[config.mk]
export PLATFORM = sky130hd
export DESIGN_NAME = soundex_encoder
export DESIGN_NICKNAME = d
export VERILOG_FILES = /design/src/rtl/sdx_pkg.sv /design/src/rtl/sdx_classify.sv /design/src/rtl/soundex_encoder.sv
export SDC_FILE = /design/constraint.sdc
export NUM_CORES = 1
export LEC_CHECK = 0
export BUFFER_PORTS_ARGS = -buffer_cell sky130_fd_sc_hd__buf_4
export CAP_MARGIN = 20
export CELL_PAD_IN_SITES_DETAIL_PLACEMENT = 1
export CELL_PAD_IN_SITES_GLOBAL_PLACEMENT = 2
export CORE_MARGIN = 5
export CORE_UTILIZATION = 25
export CTS_BUF_LIST = sky130_fd_sc_hd__clkbuf_4
export CTS_CLUSTER_DIAMETER = 120
export DETAILED_ROUTE_END_ITERATION = 10
export PLACE_DENSITY_LB_ADDON = 0.1
export SYNTH_ARGS = -nofsm -noshare
export SYNTH_HDL_FRONTEND = slang
export SYNTH_SLANG_ARGS = --single-unit
[constraint.sdc]
create_clock -name i_clk -period 4.4 [get_ports i_clk]
set_input_delay 0.66 -clock i_clk [delete_from_list [all_inputs] [get_ports i_clk]]
set_output_delay 0.66 -clock i_clk [all_outputs]
set_load 0.01 [all_outputs]
[src/rtl/sdx_pkg.sv]
`default_nettype none
package sdx_pkg;

    localparam int CODE_LENGTH_DEF = 4;

    typedef logic [2:0] t_code;

    localparam t_code SKIP_CODE  = 3'd0;  // H, W
    localparam t_code VOWEL_CODE = 3'd7;  // A E I O U Y

    localparam logic [7:0] ASCII_UPPER_A = 8'h41;
    localparam logic [7:0] ASCII_UPPER_Z = 8'h5A;
    localparam logic [7:0] ASCII_LOWER_A = 8'h61;
    localparam logic [7:0] ASCII_LOWER_Z = 8'h7A;
    localparam logic [7:0] CASE_OFFSET   = 8'h20;
    localparam logic [6:0] NO_LEAD_CHAR  = 7'h30;  // '0'

    // Classifier result for one input byte
    typedef struct packed {
        logic       is_letter;
        logic [6:0] letter;     // upper case ASCII
        t_code      code;
    } t_class;

    function automatic t_code letter_code(input logic [4:0] idx);
        t_code c;
        case (idx)
            5'd0, 5'd4, 5'd8, 5'd14, 5'd20, 5'd24:           c = VOWEL_CODE;
            5'd1, 5'd5, 5'd15, 5'd21:                         c = 3'd1;
            5'd2, 5'd6, 5'd9, 5'd10, 5'd16, 5'd18, 5'd23, 5'd25: c = 3'd2;
            5'd3, 5'd19:                                      c = 3'd3;
            5'd11:                                            c = 3'd4;
            5'd12, 5'd13:                                     c = 3'd5;
            5'd17:                                            c = 3'd6;
            default:                                          c = SKIP_CODE;
        endcase
        return c;
    endfunction

endpackage
`default_nettype wire

[src/rtl/sdx_classify.sv]
`default_nettype none
module sdx_classify (
    input  wire logic [7:0]      i_ch,
    output sdx_pkg::t_class      o_class
);
    import sdx_pkg::*;

    logic [7:0] up;
    logic [7:0] idx;

    always_comb begin
        up = i_ch;
        if (i_ch inside {[ASCII_LOWER_A:ASCII_LOWER_Z]}) begin
            up = i_ch - CASE_OFFSET;
        end
        idx = up - ASCII_UPPER_A;
        o_class.is_letter = (up inside {[ASCII_UPPER_A:ASCII_UPPER_Z]});
        o_class.letter    = up[6:0];
        o_class.code      = letter_code(idx[4:0]);
    end

endmodule
`default_nettype wire

[src/rtl/soundex_encoder.sv]
`default_nettype none
// Channel  | dir | tdata fields (low bit first)                          | tlast
// s side   | in  | ch[7:0]                                               | last
// m side   | out | lead_char[6:0] digit_one[9:7] two[12:10] three[15:13] | -
//
// One byte per cycle sustained unless a word end waits on a stalled result; the
// result word is registered: the closing byte enters the input register, then the
// code update goes into the result register.
// Reset clears the word state and both valid flags.
// A stalled result only blocks the input stage when the waiting byte ends a
// word; ordinary bytes keep flowing into the word state.
module soundex_encoder #(
    parameter int CODE_LENGTH = sdx_pkg::CODE_LENGTH_DEF
) (
    input  wire logic        i_clk,
    input  wire logic        i_rst_n,
    input  wire logic        i_s_tvalid,
    output logic             o_s_tready,
    input  wire logic [7:0]  i_s_tdata,   // ch
    input  wire logic        i_s_tlast,   // last
    output logic             o_m_tvalid,
    input  wire logic        i_m_tready,
    output logic [15:0]      o_m_tdata    // lead_char, digit_one, digit_two, digit_three
);
    import sdx_pkg::*;

    localparam int NDIG = CODE_LENGTH - 1;
    localparam int CW   = $clog2(NDIG + 1);

    logic         r_in_vld;
    logic [7:0]   r_in_ch;
    logic         r_in_last;
    logic         proc;
    t_class       cls;

    logic         r_have_lead, n_have_lead;
    logic         r_merging,   n_merging;
    logic [6:0]   r_lead,      n_lead;
    t_code        r_lead_code, n_lead_code;
    t_code        r_prev,      n_prev;
    logic [CW-1:0] r_cnt,      n_cnt;
    t_code        r_dig [NDIG];
    t_code        n_dig [NDIG];

    logic         r_out_vld;
    logic [15:0]  r_out_data;
    t_code        out_dig [3];

    assign proc       = r_in_vld && (!r_in_last || !r_out_vld || i_m_tready);
    assign o_s_tready = !r_in_vld || proc;

    always_ff @(posedge i_clk) begin
        if (!i_rst_n) begin
            r_in_vld <= 1'b0;
        end else if (o_s_tready) begin
            r_in_vld <= i_s_tvalid;
        end
        if (o_s_tready && i_s_tvalid) begin
            r_in_ch   <= i_s_tdata;
            r_in_last <= i_s_tlast;
        end
    end

    sdx_classify u_classify (
        .i_ch    (r_in_ch),
        .o_class (cls)
    );

    always_comb begin
        n_have_lead = r_have_lead;
        n_merging   = r_merging;
        n_lead      = r_lead;
        n_lead_code = r_lead_code;
        n_prev      = r_prev;
        n_cnt       = r_cnt;
        n_dig       = r_dig;
        if (cls.is_letter) begin
            if (!r_have_lead) begin
                n_have_lead = 1'b1;
                n_lead      = cls.letter;
                n_lead_code = cls.code;
                n_merging   = (cls.code != SKIP_CODE) && (cls.code != VOWEL_CODE);
                n_prev      = SKIP_CODE;
            end else if (cls.code == SKIP_CODE) begin
                n_prev = r_prev;
            end else if (r_merging && cls.code == r_lead_code) begin
                n_merging = 1'b1;
            end else begin
                n_merging = 1'b0;
                if (cls.code != r_prev) begin
                    n_prev = cls.code;
                    if (cls.code != VOWEL_CODE && r_cnt < CW'(NDIG)) begin
                        for (int k = 0; k < NDIG; k++) begin
                            if (r_cnt == CW'(k)) begin
                                n_dig[k] = cls.code;
                            end
                        end
                        n_cnt = r_cnt + 1'b1;
                    end
                end
            end
        end
    end

    // digits past the stored slots read as padding
    for (genvar g = 0; g < 3; g++) begin : g_out
        if (g < NDIG) begin : g_have
            assign out_dig[g] = n_dig[g];
        end else begin : g_pad
            assign out_dig[g] = SKIP_CODE;
        end
    end

    always_ff @(posedge i_clk) begin
        if (!i_rst_n) begin
            r_have_lead <= 1'b0;
            r_merging   <= 1'b0;
            r_lead      <= '0;
            r_lead_code <= SKIP_CODE;
            r_prev      <= SKIP_CODE;
            r_cnt       <= '0;
            for (int k = 0; k < NDIG; k++) begin
                r_dig[k] <= SKIP_CODE;
            end
        end else if (proc) begin
            if (r_in_last) begin
                r_have_lead <= 1'b0;
                r_merging   <= 1'b0;
                r_lead      <= '0;
                r_lead_code <= SKIP_CODE;
                r_prev      <= SKIP_CODE;
                r_cnt       <= '0;
                for (int k = 0; k < NDIG; k++) begin
                    r_dig[k] <= SKIP_CODE;
                end
            end else begin
                r_have_lead <= n_have_lead;
                r_merging   <= n_merging;
                r_lead      <= n_lead;
                r_lead_code <= n_lead_code;
                r_prev      <= n_prev;
                r_cnt       <= n_cnt;
                r_dig       <= n_dig;
            end
        end
    end

    always_ff @(posedge i_clk) begin
        if (!i_rst_n) begin
            r_out_vld <= 1'b0;
        end else if (proc && r_in_last) begin
            r_out_vld <= 1'b1;
        end else if (i_m_tready) begin
            r_out_vld <= 1'b0;
        end
        if (proc && r_in_last) begin
            r_out_data <= {out_dig[2], out_dig[1], out_dig[0],
                           n_have_lead ? n_lead : NO_LEAD_CHAR};
        end
    end

    assign o_m_tvalid = r_out_vld;
    assign o_m_tdata  = r_out_data;

    a_last_gives_result: assert property (@(posedge i_clk) disable iff (!i_rst_n)
        proc && r_in_last |=> o_m_tvalid)
        else $error("word end did not produce a result");

    a_state_cleared: assert property (@(posedge i_clk) disable iff (!i_rst_n)
        proc && r_in_last |=> !r_have_lead && r_cnt == '0 && !r_merging)
        else $error("word state not cleared after word end");

    a_cnt_bound: assert property (@(posedge i_clk) disable iff (!i_rst_n)
        r_cnt <= CW'(NDIG))
        else $error("digit count past slot count");

    a_padding_tail: assert property (@(posedge i_clk) disable iff (!i_rst_n)
        o_m_tvalid && o_m_tdata[9:7] == SKIP_CODE |-> o_m_tdata[15:10] == '0)
        else $error("digit after padding");

    a_no_lead_no_digits: assert property (@(posedge i_clk) disable iff (!i_rst_n)
        !r_have_lead |-> r_cnt == '0)
        else $error("digits without a first letter");

endmodule
`default_nettype wire

# [Yosys cells after proc, flatten, opt, wreduce, memory -nomap -nowiden]
# Memory sizes are Yosys's and may differ from the RTL's.
# Index checks and enable logic that the tools add are counted.
[totals] output_inout_bits=18 ram_bits=0 in_bits=13 register_bits=53 latchBits=0 rom_bits=96 n_memories=1 elab_cells=100
[classes] n_reduce_logical=26 n_lt_le_gt_ge=5 n_bitwise=0 mux=39 n_eq_ne=11 n_mul=0 div_mod_pow=0 addsub=3 shift=0
[mem_list] name="(no name shown)" words=32 width=3 rd=1 rd_clocked_by_memory_dff=0 wr=0 line_no="sdx_pkg.sv:27" rtl="case (idx)"
[op_table] cell="2-to-1 mux 9 bit" n=7
[op_table] cell="2-to-1 mux 3 bit" n=12
[op_table] cell="2-to-1 mux 7 bit" n=3
[op_table] cell=">= comparator 8 x 7 -> 1 bit, second input constant" n=2
[op_table] cell="<= comparator 8 x 7 -> 1 bit, second input constant" n=2
[op_table] cell="2-to-1 mux 2 bit" n=7
[op_table] cell="nonzero test 2 bit" n=5
[op_table] cell="2-to-1 mux 1 bit" n=9
[op_table] cell="!= test 3 bit, second input constant" n=3
[op_table] cell="logical AND 1 bit" n=8
[op_table] cell="2-to-1 mux 8 bit" n=1
[op_table] cell="subtractor 8 x 6 -> 8 bit, second input constant" n=1
[op_table] cell="AND reduction 7 bit" n=1
[op_table] cell="!= test 2 bit, second input constant" n=3
[op_table] cell="AND reduction 3 bit" n=2
[op_table] cell="AND reduction 5 bit" n=1
[op_table] cell="subtractor 5 x 1 -> 5 bit, second input constant" n=1
[op_table] cell="equality test 3 bit" n=1
[op_table] cell="zero test 1 bit" n=3
[op_table] cell="zero test 3 bit" n=1
[op_table] cell="logical OR 1 bit" n=3
[op_table] cell="!= test 3 x 2 -> 1 bit, second input constant" n=1
[op_table] cell="!= test 3 bit" n=1
[op_table] cell="nonzero test 3 bit" n=1
[op_table] cell="other kinds (5)" n=5

# [Longest topological paths before layout]
# Gate-level depths: netlist (run 1).
# An unclocked memory read counts as a cell.
[depth] ltp_word=14 depth_mapped=15 ltp_nobuf=10

# [By module]
# Synthesis (run 1) repeated with hierarchy kept, for this count alone.
[unflattened] hier_cells=293 hier_area_um2=2910.3
[modules_own_cells] module="soundex_encoder" cells_per_inst=214 area_per_inst_um2=2358.5 n_inst=1 seq_area_each_um2=1311.3
[modules_own_cells] module="sdx_classify" cells_per_inst=79 area_per_inst_um2=551.8 n_inst=1 seq_area_each_um2=0.0

# [Worst setup path after synthesis (run 1)]
# Ideal clock, no wire load.
[synth_path] path_type="register -> register" startpoint="register r_in_ch[0]" endpoint="register r_out_data[7], in the netlist o_m_tdata[7] (data pin)" path_slack_ns=1.045 path_buffers=2 stages_incl_launch_ff=13 t_required_ns=4.140 setup_ns=0.260 arrival_ns=3.095 synth_period_minus_slack_ns=3.355 cell_sequence="edfxtp_1 -> buf_2 -> inv_1 -> ha_1 -> nor3b_1 -> xnor2_1 -> mux2i_4 -> o21ai_2 -> and3_4 -> or3_1 -> clkbuf_1 -> nor2_1 -> mux2_2"
[synth_rtl] item="start: declaration" line_no="soundex_encoder.sv:31" rtl="logic [7:0] r_in_ch;"
[synth_rtl] item="start signal: assignment" line_no="soundex_encoder.sv:59" rtl="r_in_ch <= i_s_tdata;"
[synth_rtl] item="end signal: assignment" line_no="soundex_encoder.sv:157" rtl="r_out_data <= {out_dig[2], out_dig[1], out_dig[0],"
[synth_rtl] item="end: declaration" line_no="soundex_encoder.sv:46" rtl="logic [15:0] r_out_data;"

==> results of run 1 <==
[area by class of cell]
type	count	area [um^2]
Fill cell	1398	8520
Multi-Input combinational cell	211	1540
Sequential cell	53	1310
Timing Repair Buffer	40	300
Tap cell	147	184
Inverter	19	72.6
Clock inverter	3	43.8
Clock buffer	5	37.5
[sequential cells by signal (all words and copies together) (netlist names)]
| name | cells |
|---|---|
| r_in_ch | 8 |
| r_cnt | 2 |
| r_in_last | 1 |
| o_m_tdata | 16 |
| r_lead | 7 |
| r_lead_code | 3 |
| r_have_lead | 1 |
| r_in_vld | 1 |
| o_m_tvalid | 1 |
| r_merging | 1 |
| r_prev | 3 |
| r_dig | 9 |
[layer usage]
| metal | vias to the layer above | global-route usage | wire (um) |
|---|---|---|---|
| met3 | 8 | 0.0318 | 249 |
| met4 | 0 | 0.0340 | 103 |
| met5 | - | 0 | 0 |
| met2 | 35 | 0.191 | 3840 |
| met1 | 1189 | 0.181 | 4470 |
| li1 | 1179 | - | - |
[critical path, delay by kind of cell, from the launching register on]
| kind | cells | cell delay (ps) |
|---|---|---|
| mux | 1 | 380 |
| buf+inv | 3 | 620 |
| flops | 1 | 590 |
| simple gates | 2 | 810 |
| xor+xnor | 1 | 240 |
| fa+ha+maj | 1 | 490 |
| compound gates | 4 | 640 |
[power by group through the flow]
stage	clock [mW]	sequential, mW	combinational (mW)
after detailed placement	0	0.550	0.173
final	0.298	0.539	0.172
after floorplan	0	0.545	0.118
after global placement	0	0.551	0.175
after CTS	0.320	0.540	0.174
after global routing	0.339	0.542	0.191
[placed cells by master, fill, tap and decap left out, types with 3 or more instances in the layout]
| cell type | netlist | layout |
|---|---|---|
| nor3b_1 | 4 | 4 |
| inv_1 | 16 | 16 |
| xnor2_1 | 4 | 4 |
| ha_1 | 12 | 12 |
| nor3_1 | 7 | 7 |
| mux2_2 | 10 | 10 |
| or2_0 | 3 | 3 |
| o2111ai_1 | 10 | 10 |
| nand3b_1 | 5 | 5 |
| nand3_1 | 17 | 17 |
| nor2_1 | 11 | 11 |
| xor2_1 | 4 | 4 |
| buf_4 | 3 | 40 |
| nand2_1 | 21 | 21 |
| or3_1 | 3 | 3 |
| nor2b_1 | 10 | 10 |
| o32ai_1 | 3 | 3 |
| o21a_1 | 4 | 4 |
| o22ai_1 | 3 | 3 |
| dfxtp_1 | 28 | 28 |
| o211ai_1 | 8 | 8 |
| edfxtp_1 | 25 | 25 |
| clkbuf_4 | 0 | 5 |
| mux2i_1 | 5 | 5 |
| o21ai_0 | 8 | 8 |
| a22oi_1 | 6 | 6 |
| a21oi_1 | 9 | 9 |
| a31oi_1 | 3 | 3 |
[metrics by stage]
step	total power, mW	setup slack, ps	hold WS [ps]	utilization
CTS	1.03	382	376	0.290
global route	1.07	137	361	0.291
finish	1.01	406	417	0.291
detailed placement	0.723	415	464	0.283
global placement	0.726	455	454	0.283
floorplan	0.663	1050	437	-
[worst max path at each step]
| stage | startpoint | to | slack [ps] | cells past startpoint |
|---|---|---|---|---|
| finish | r_in_ch[1] | o_m_tdata[11] | 410 | 12 |
| global route | r_in_ch[1] | o_m_tdata[11] | 140 | 12 |
| CTS | r_in_ch[1] | o_m_tdata[7] | 380 | 12 |
| detailed placement | r_in_ch[1] | o_m_tdata[7] | 410 | 12 |
| global placement | r_in_ch[1] | o_m_tdata[9] | 450 | 12 |
| floorplan | r_in_ch[0] | o_m_tdata[7] | 1050 | 12 |
[cell families (layout without fill, tap and decap cells)]
group           count (synthesis)  count (layout)  share of synthesized area
simple gates                  101             101                      0.188
compound gates                 73              73                      0.179
flops                          53              53                      0.430
buf+inv                        42              67                     0.0648
mux                            16              16                     0.0607
fa+ha+maj                      12              12                     0.0492
xor+xnor                        9               9                     0.0283
==> flow_summary.ini, run 1 <==
[synthesis]
synth_top_cell_area_share = 0.246
yosysSeqAreaShare = 0.430
async_reset_ff_frac = 0
avgSynthCellArea_um2 = 9.97
synth.most_common_cell = dfxtp_1
synth_edf_count = 25
syn_nets = 331
yosys.area.top_type = edfxtp_1
netlist_instances = 306
ys.flop_type = dfxtp_1
synth_area_um2 = 3050
ys_warn_count = 0
synth_cell_types = 65
synthTopCellsByArea = edfxtp_1 25%, dfxtp_1 18%, ha_1 4.9%
synth_seq_cells = 53
ys_top_cells_by_count = 28 x dfxtp_1, 25 x edfxtp_1, 21 x nand2_1

[pwr]
p_clk_frac = 0.295
ir_drop_mv = 0.0997
p_leak_nw = 1.26
combPwrFrac = 0.170
p_sw_frac = 0.295
p_sw_mw = 0.298
powerDensity_nw_per_um2 = 289
pwr-share-seq = 0.534
internal_power_mw = 0.712

[floorplanning]
initial_core_util = 0.254
core_um2 = 12000
io_pins = 31
row_count = 40
die_h_um = 120
die_x_um = 120
die_area_um2 = 14500

[cells_and_area]
final_area_um2 = 3490
drive_above_1_share = 0.224
nets = 355
num_antenna_cells = 0
syn_to_final_growth_pct = 14.4
instances_no_fill = 478

[cts]
cts.reportedPaths.clkPinSlew_ps = 170
cts_hold_buffers = 0
cts_setup_buffers = 0
cts-htree-levels = 2
clock_sinks = 53
tritoncts = yes
insertion_delay_ps = 410
cts_root_buf = clkbuf_4
numCtsBuffers = 5
clock_path_buffers = 2
cts_resized = 0

[job]
drv_cap = 0

[timing]
finalHoldViolations = 0
finalSetupTns_ps = 0
drv_slew = 0
setup_viol = 0
fin_crit_sh = 0.908
clock.fmax_mhz = 250
worst_pin_slew_ps = 951
clock_skew_ps = 13.8
rsz0062_at_grt = false
relSlewSlack = 0.361
finalWorstPathRequiredPeriod_ps = 3990

[worst_setup_path]
r2r-end = o_m_tdata[11]
crit_fanout = 15
cp-end-kind = flip-flop
path_cells = inv_2 > ha_1 > or4b_1 > o21ai_1 > a21oi_1 > o22ai_1 > buf_4 > xor2_1 > o32ai_2 > buf_4 > nor2_1 > mux2_2
slowest_delay_ps = 590
reg2regPathDepth = 12
path_common_cell = buf_4
start_kind = flip-flop
arrival_ps = 4190
crit_slowest_cell = edfxtp_1
worstReg2RegStart = r_in_ch[1]
rrSetupSlack_ps = 410
path_class = reg -> reg
required_ps = 4590

[placement]
dpl.cell_count = 469
globalplace.congestion = 0.728
place_area_um2 = 3400
hpwl_um = 6050
port_buffers = 30

[grt]
antenna_found_initial = 0
overflow = 0
grt_usage = 0.127
grt_pass1_wl_um = 14400
grt_max_degree = 43
grt_pass1_vias = 2528

[routing]
remaining_drc_errors = 0
vias_per_cell = 5.04
wl_um = 8660
wl_per_cell_um = 18.1
via_count = 2411
firstDrtPassIters = 4
ant_nets = 0
drt_iter0_drc = 73

[worst_hold_path]
hp-class = in -> reg
hold_start = i_s_tlast
hold_path_depth = 1
hold_end = r_in_last

[run_status]
status = completed
No activity file was read; power rests on OpenSTA's default activity.
==> run 2, diff against run 1 <==
CORE_MARGIN = 2   (was 5)
==> run 2 against run 1 <==
Against the previous run:
- routed wire length is 2.8% lower
- worst hold slack worse by 5.2 ps
- final area down 0.79%
- critical path type unchanged
- largest cell class unchanged
==> flow_summary.ini, run 2 (synthesized netlist as in run 1, its figures left out) <==
[run_status]
status = completed

[cts]
numCtsBuffers = 5
cts_root_buf = clkbuf_4
tritoncts = yes
cts_hold_buffers = 0
cts_resized = 0
clock_path_buffers = 2
cts-htree-levels = 2
clock_sinks = 53
insertion_delay_ps = 420
cts.reportedPaths.clkPinSlew_ps = 180
cts_setup_buffers = 0

[placement]
hpwl_um = 5840
port_buffers = 30
globalplace.congestion = 0.756
place_ws_ps = 566

[routing]
wl_per_cell_um = 17.7
ant_nets = 0
via_count = 2376
firstDrtPassIters = 4
wl_um = 8420
vias_per_cell = 5.00
remaining_drc_errors = 0
drt_iter0_drc = 121

[worst_setup_path]
required_ps = 4600
start_kind = flip-flop
worstReg2RegStart = r_in_ch[0]
path_class = reg -> reg
slowest_delay_ps = 510
crit_slowest_cell = ha_1
crit_fanout = 15
cp-end-kind = flip-flop
reg2regPathDepth = 10
rrSetupSlack_ps = 620
r2r-end = o_m_tdata[11]
cp-startpoint = r_in_ch[0]
path_cells = inv_1 > ha_1 > or4b_1 > o21ai_1 > a21oi_1 > o22ai_1 > nor3_1 > or3_1 > nor2_1 > mux2_2
arrival_ps = 3980

[grt]
grt_pass1_wl_um = 13700
grt_usage = 0.135
grt_pass1_vias = 2402
antenna_found_initial = 0
grt_max_degree = 43
overflow = 0

[cells_and_area]
seq_area_um2 = 1310
drive_above_1_share = 0.216
layout_common_cells = 36 x buf_4, 28 x dfxtp_1, 25 x edfxtp_1
largest_register_ff_count = 16
nets = 352
num_antenna_cells = 0
layout_commonest_cell = buf_4
multi_input_area_um2 = 1540
syn_to_final_growth_pct = 13.5
fillers = 1355

[timing]
finalSetupTns_ps = 0
clock.fmax_mhz = 265
setup_viol = 0
finalHoldViolations = 0
clock_skew_ps = 11.1
relSlewSlack = 0.328
worst_pin_slew_ps = 1000
finalWorstPathRequiredPeriod_ps = 3780
timing.final.ws_setup_ps = 621
rsz0062_at_grt = false
drv_slew = 0
fin_crit_sh = 0.859

[floorplanning]
row_count = 40
initial_core_util = 0.255
die_h_um = 114
die_x_um = 114
io_pins = 31
die_area_um2 = 13100
core_um2 = 12000

[pwr]
ir_drop_mv = 0.106
p_sw_mw = 0.303
p_leak_nw = 1.23
p_sw_frac = 0.315
powerDensity_nw_per_um2 = 277
combPwrFrac = 0.178
pwr-share-seq = 0.563
p_clk_frac = 0.259
total_power_mw = 0.961
internal_power_mw = 0.658

[worst_hold_path]
hold_start = i_s_tdata[4]
hold_end = r_in_ch[4]
hold_path_depth = 1
hp-class = in -> reg

[job]
drv_cap = 0
[run 2: how the worst max path moves through the flow]
stage | end | depth (start not counted)
global placement | o_m_tdata[7] | 10
floorplan | o_m_tdata[7] | 12
finish | o_m_tdata[11] | 10
CTS | o_m_tdata[7] | 10
detailed placement | o_m_tdata[7] | 10
global route | o_m_tdata[7] | 10
[run 2: area by class of cell]
| cell class | count | area share |
|---|---|---|
| clock inverter | 3 | 0.00758 |
| timing repair buffer | 37 | 0.0838 |
| sequential | 53 | 0.378 |
| clock buffer | 5 | 0.0108 |
| tap | 147 | 0.0531 |
| multi-input combinational | 211 | 0.445 |
| inverter | 19 | 0.0209 |
[run 2: power by group through the flow]
stage	clock, mW	combinational [mW]	sequential, mW
2_1_floorplan	0	0.118	0.545
3_3_place_gp	0	0.175	0.553
3_5_place_dp	0	0.173	0.552
4_1_cts	0.266	0.173	0.542
5_1_grt	0.283	0.188	0.544
6_report	0.249	0.171	0.541
[run 2: metal layers]
metal,track usage,routed length (um),up-vias
li1,-,-,1171
met1,0.197,4350,1157
met2,0.201,3650,39
met3,0.0312,306,9
met4,0.0358,104,0
met5,0,0,-
[run 2: critical path, delay by kind of cell, from the launching register on]
kind | cells | cell delay, ps
adder cells (fa/ha/maj) | 1 | 510
multiplexers | 1 | 370
AO/OA/AOI/OAI | 3 | 640
AND/OR/NAND/NOR | 4 | 1460
flip-flops | 1 | 420
buffers and inverters | 1 | 160
[run 2: through the flow]
step,util,cell area [um^2],hold WS [ps],std cells
2_1_floorplan,-,3050,437,306
3_3_place_gp,0.284,3400,461,467
3_5_place_dp,0.284,3400,467,467
4_1_cts,0.290,3460,378,475
5_1_grt,0.290,3460,374,475
6_report,0.290,3460,411,475
==> run 3, diff against run 2 <==
CELL_PAD_IN_SITES_DETAIL_PLACEMENT = default   (was 1)
CELL_PAD_IN_SITES_GLOBAL_PLACEMENT = default   (was 2)
PLACE_DENSITY_LB_ADDON = default   (was 0.1)
==> run 3 against run 2 <==
Against the previous run:
- via count decreased by 0.72%
- cell count increased by 0.21%
- worst hold slack improved by 20 ps
- core utilization decreased by 0.052 points
- sequential share of layout area increased by 0.068 points
- power decreased by 2.4%
- register-to-register slack got worse by 20 ps
- clock skew increased by 19 ps
- sequential power about the same
- global-route usage decreased by 2.7 points
- critical path type unchanged
- largest cell class unchanged
==> flow_summary.ini, run 3 (synthesized netlist as in run 1, its figures left out) <==
[cts]
cts.reportedPaths.clkPinSlew_ps = 190
cts_setup_buffers = 0
insertion_delay_ps = 400
clock_path_buffers = 2
cts_resized = 0
cts-htree-levels = 2
numCtsBuffers = 5
tritoncts = yes
clock_sinks = 53
cts_root_buf = clkbuf_4
cts_hold_buffers = 0

[worst_setup_path]
path_class = reg -> reg
rrSetupSlack_ps = 600
worstReg2RegStart = r_in_ch[0]
crit_fanout = 15
start_kind = flip-flop
arrival_ps = 3980
reg2regPathDepth = 10
slowest_delay_ps = 670
required_ps = 4580
r2r-end = o_m_tdata[7]
crit_slowest_cell = o32ai_2
cp-end-kind = flip-flop
path_cells = inv_1 > ha_1 > or4b_1 > o21ai_1 > a21oi_1 > o22ai_1 > xor2_1 > o32ai_2 > nor2_1 > mux2_2

[pwr]
powerDensity_nw_per_um2 = 271
p_leak_nw = 1.23
ir_drop_mv = 0.104

[timing]
fin_crit_sh = 0.863
clock.fmax_mhz = 263
setup_viol = 0
finalHoldViolations = 0
timing.final.ws_setup_ps = 603
rsz0062_at_grt = false
finalSetupTns_ps = 0
finalWorstPathRequiredPeriod_ps = 3800
drv_slew = 0
worst_pin_slew_ps = 953
hold_ws_ps = 431
relSlewSlack = 0.361
clock_skew_ps = 29.9

[cells_and_area]
num_antenna_cells = 0
drive_above_1_share = 0.219
syn_to_final_growth_pct = 13.3
layout_commonest_cell = buf_4
layout_common_cells = 38 x buf_4, 28 x dfxtp_1, 25 x edfxtp_1
nets = 353
largest_register_ff_count = 16

[floorplanning]
io_pins = 31
die_area_um2 = 13100
die_h_um = 114
row_count = 40
die_x_um = 114
initial_core_util = 0.255
core_um2 = 12000

[worst_hold_path]
hold_start = i_s_tlast
hp-class = in -> reg
hold_path_depth = 1
hold_end = r_in_last

[routing]
vias_per_cell = 4.96
firstDrtPassIters = 4
drt_iter0_drc = 223
remaining_drc_errors = 0
via_count = 2359
wl_um = 6700
ant_nets = 0
wl_per_cell_um = 14.1

[job]
drv_cap = 0

[run_status]
status = completed

[grt]
overflow = 0
grt_max_degree = 43
grt_usage = 0.108
grt_pass1_vias = 2301
antenna_found_initial = 0
grt_pass1_wl_um = 11400

[placement]
hpwl_um = 4840
place_ws_ps = 555
globalplace.congestion = 0.827
port_buffers = 30
run 3: changes by cell type in the layout (fill, tap and decap cells not counted):
cell | previous run | this run
buf_12 | 1 | 0
buf_4 | 36 | 38
clkinv_4 | 0 | 1
clkinvlp_4 | 2 | 1
inv_6 | 0 | 1
inv_8 | 1 | 0
run 3: per-stage QoR:
stage	util	total power, mW	instance area [um^2]	std cells
after floorplan	-	0.663	3050	306
after global placement	0.284	0.709	3400	468
after detailed placement	0.284	0.711	3400	468
after CTS	0.289	0.944	3460	476
after global routing	0.289	0.978	3460	476
final	0.289	0.938	3460	476
run 3: worst max-delay path: cells and delay by family (launching register included):
family | cells | cell delay [ps]
adders and majority gates | 1 | 450
buffers and inverters | 1 | 160
muxes | 1 | 330
xor gates and xnor gates | 1 | 160
AOI/OAI and AO/OA | 4 | 1410
and+or+nand+nor | 2 | 700
DFF | 1 | 410
run 3: where the power goes:
| part | internal [mW] | switching (mW) |
|---|---|---|
| combinational | 0.0629 | 0.0977 |
| clock | 0.0655 | 0.172 |
| sequential | 0.527 | 0.0134 |
| total | 0.655 | 0.283 |
run 3: worst max path at each step:
stage	from	end	slack (ps)
after floorplan	r_in_ch[0]	o_m_tdata[7]	1050
after global placement	r_in_ch[0]	o_m_tdata[12]	660
after detailed placement	r_in_ch[0]	o_m_tdata[7]	560
after CTS	r_in_ch[0]	o_m_tdata[7]	550
after global routing	r_in_ch[0]	o_m_tdata[7]	210
final	r_in_ch[0]	o_m_tdata[7]	600
run 3: cell type report:
| cell class | count | area (um^2) |
|---|---|---|
| sequential | 53 | 1310 |
| inverter | 19 | 72.6 |
| tap | 147 | 184 |
| clock buffer | 5 | 37.5 |
| clock inverter | 3 | 25.0 |
| timing repair buffer | 38 | 285 |
| fill | 1250 | 8500 |
| multi-input combinational | 211 | 1540 |
run 3: layer usage:
metal  track usage  share of wire  vias up
li1              -              -     1173
met1         0.156           0.49     1099
met2         0.159           0.43       75
met3        0.0201          0.064       12
met4        0.0398          0.020        0
met5             0              0        -
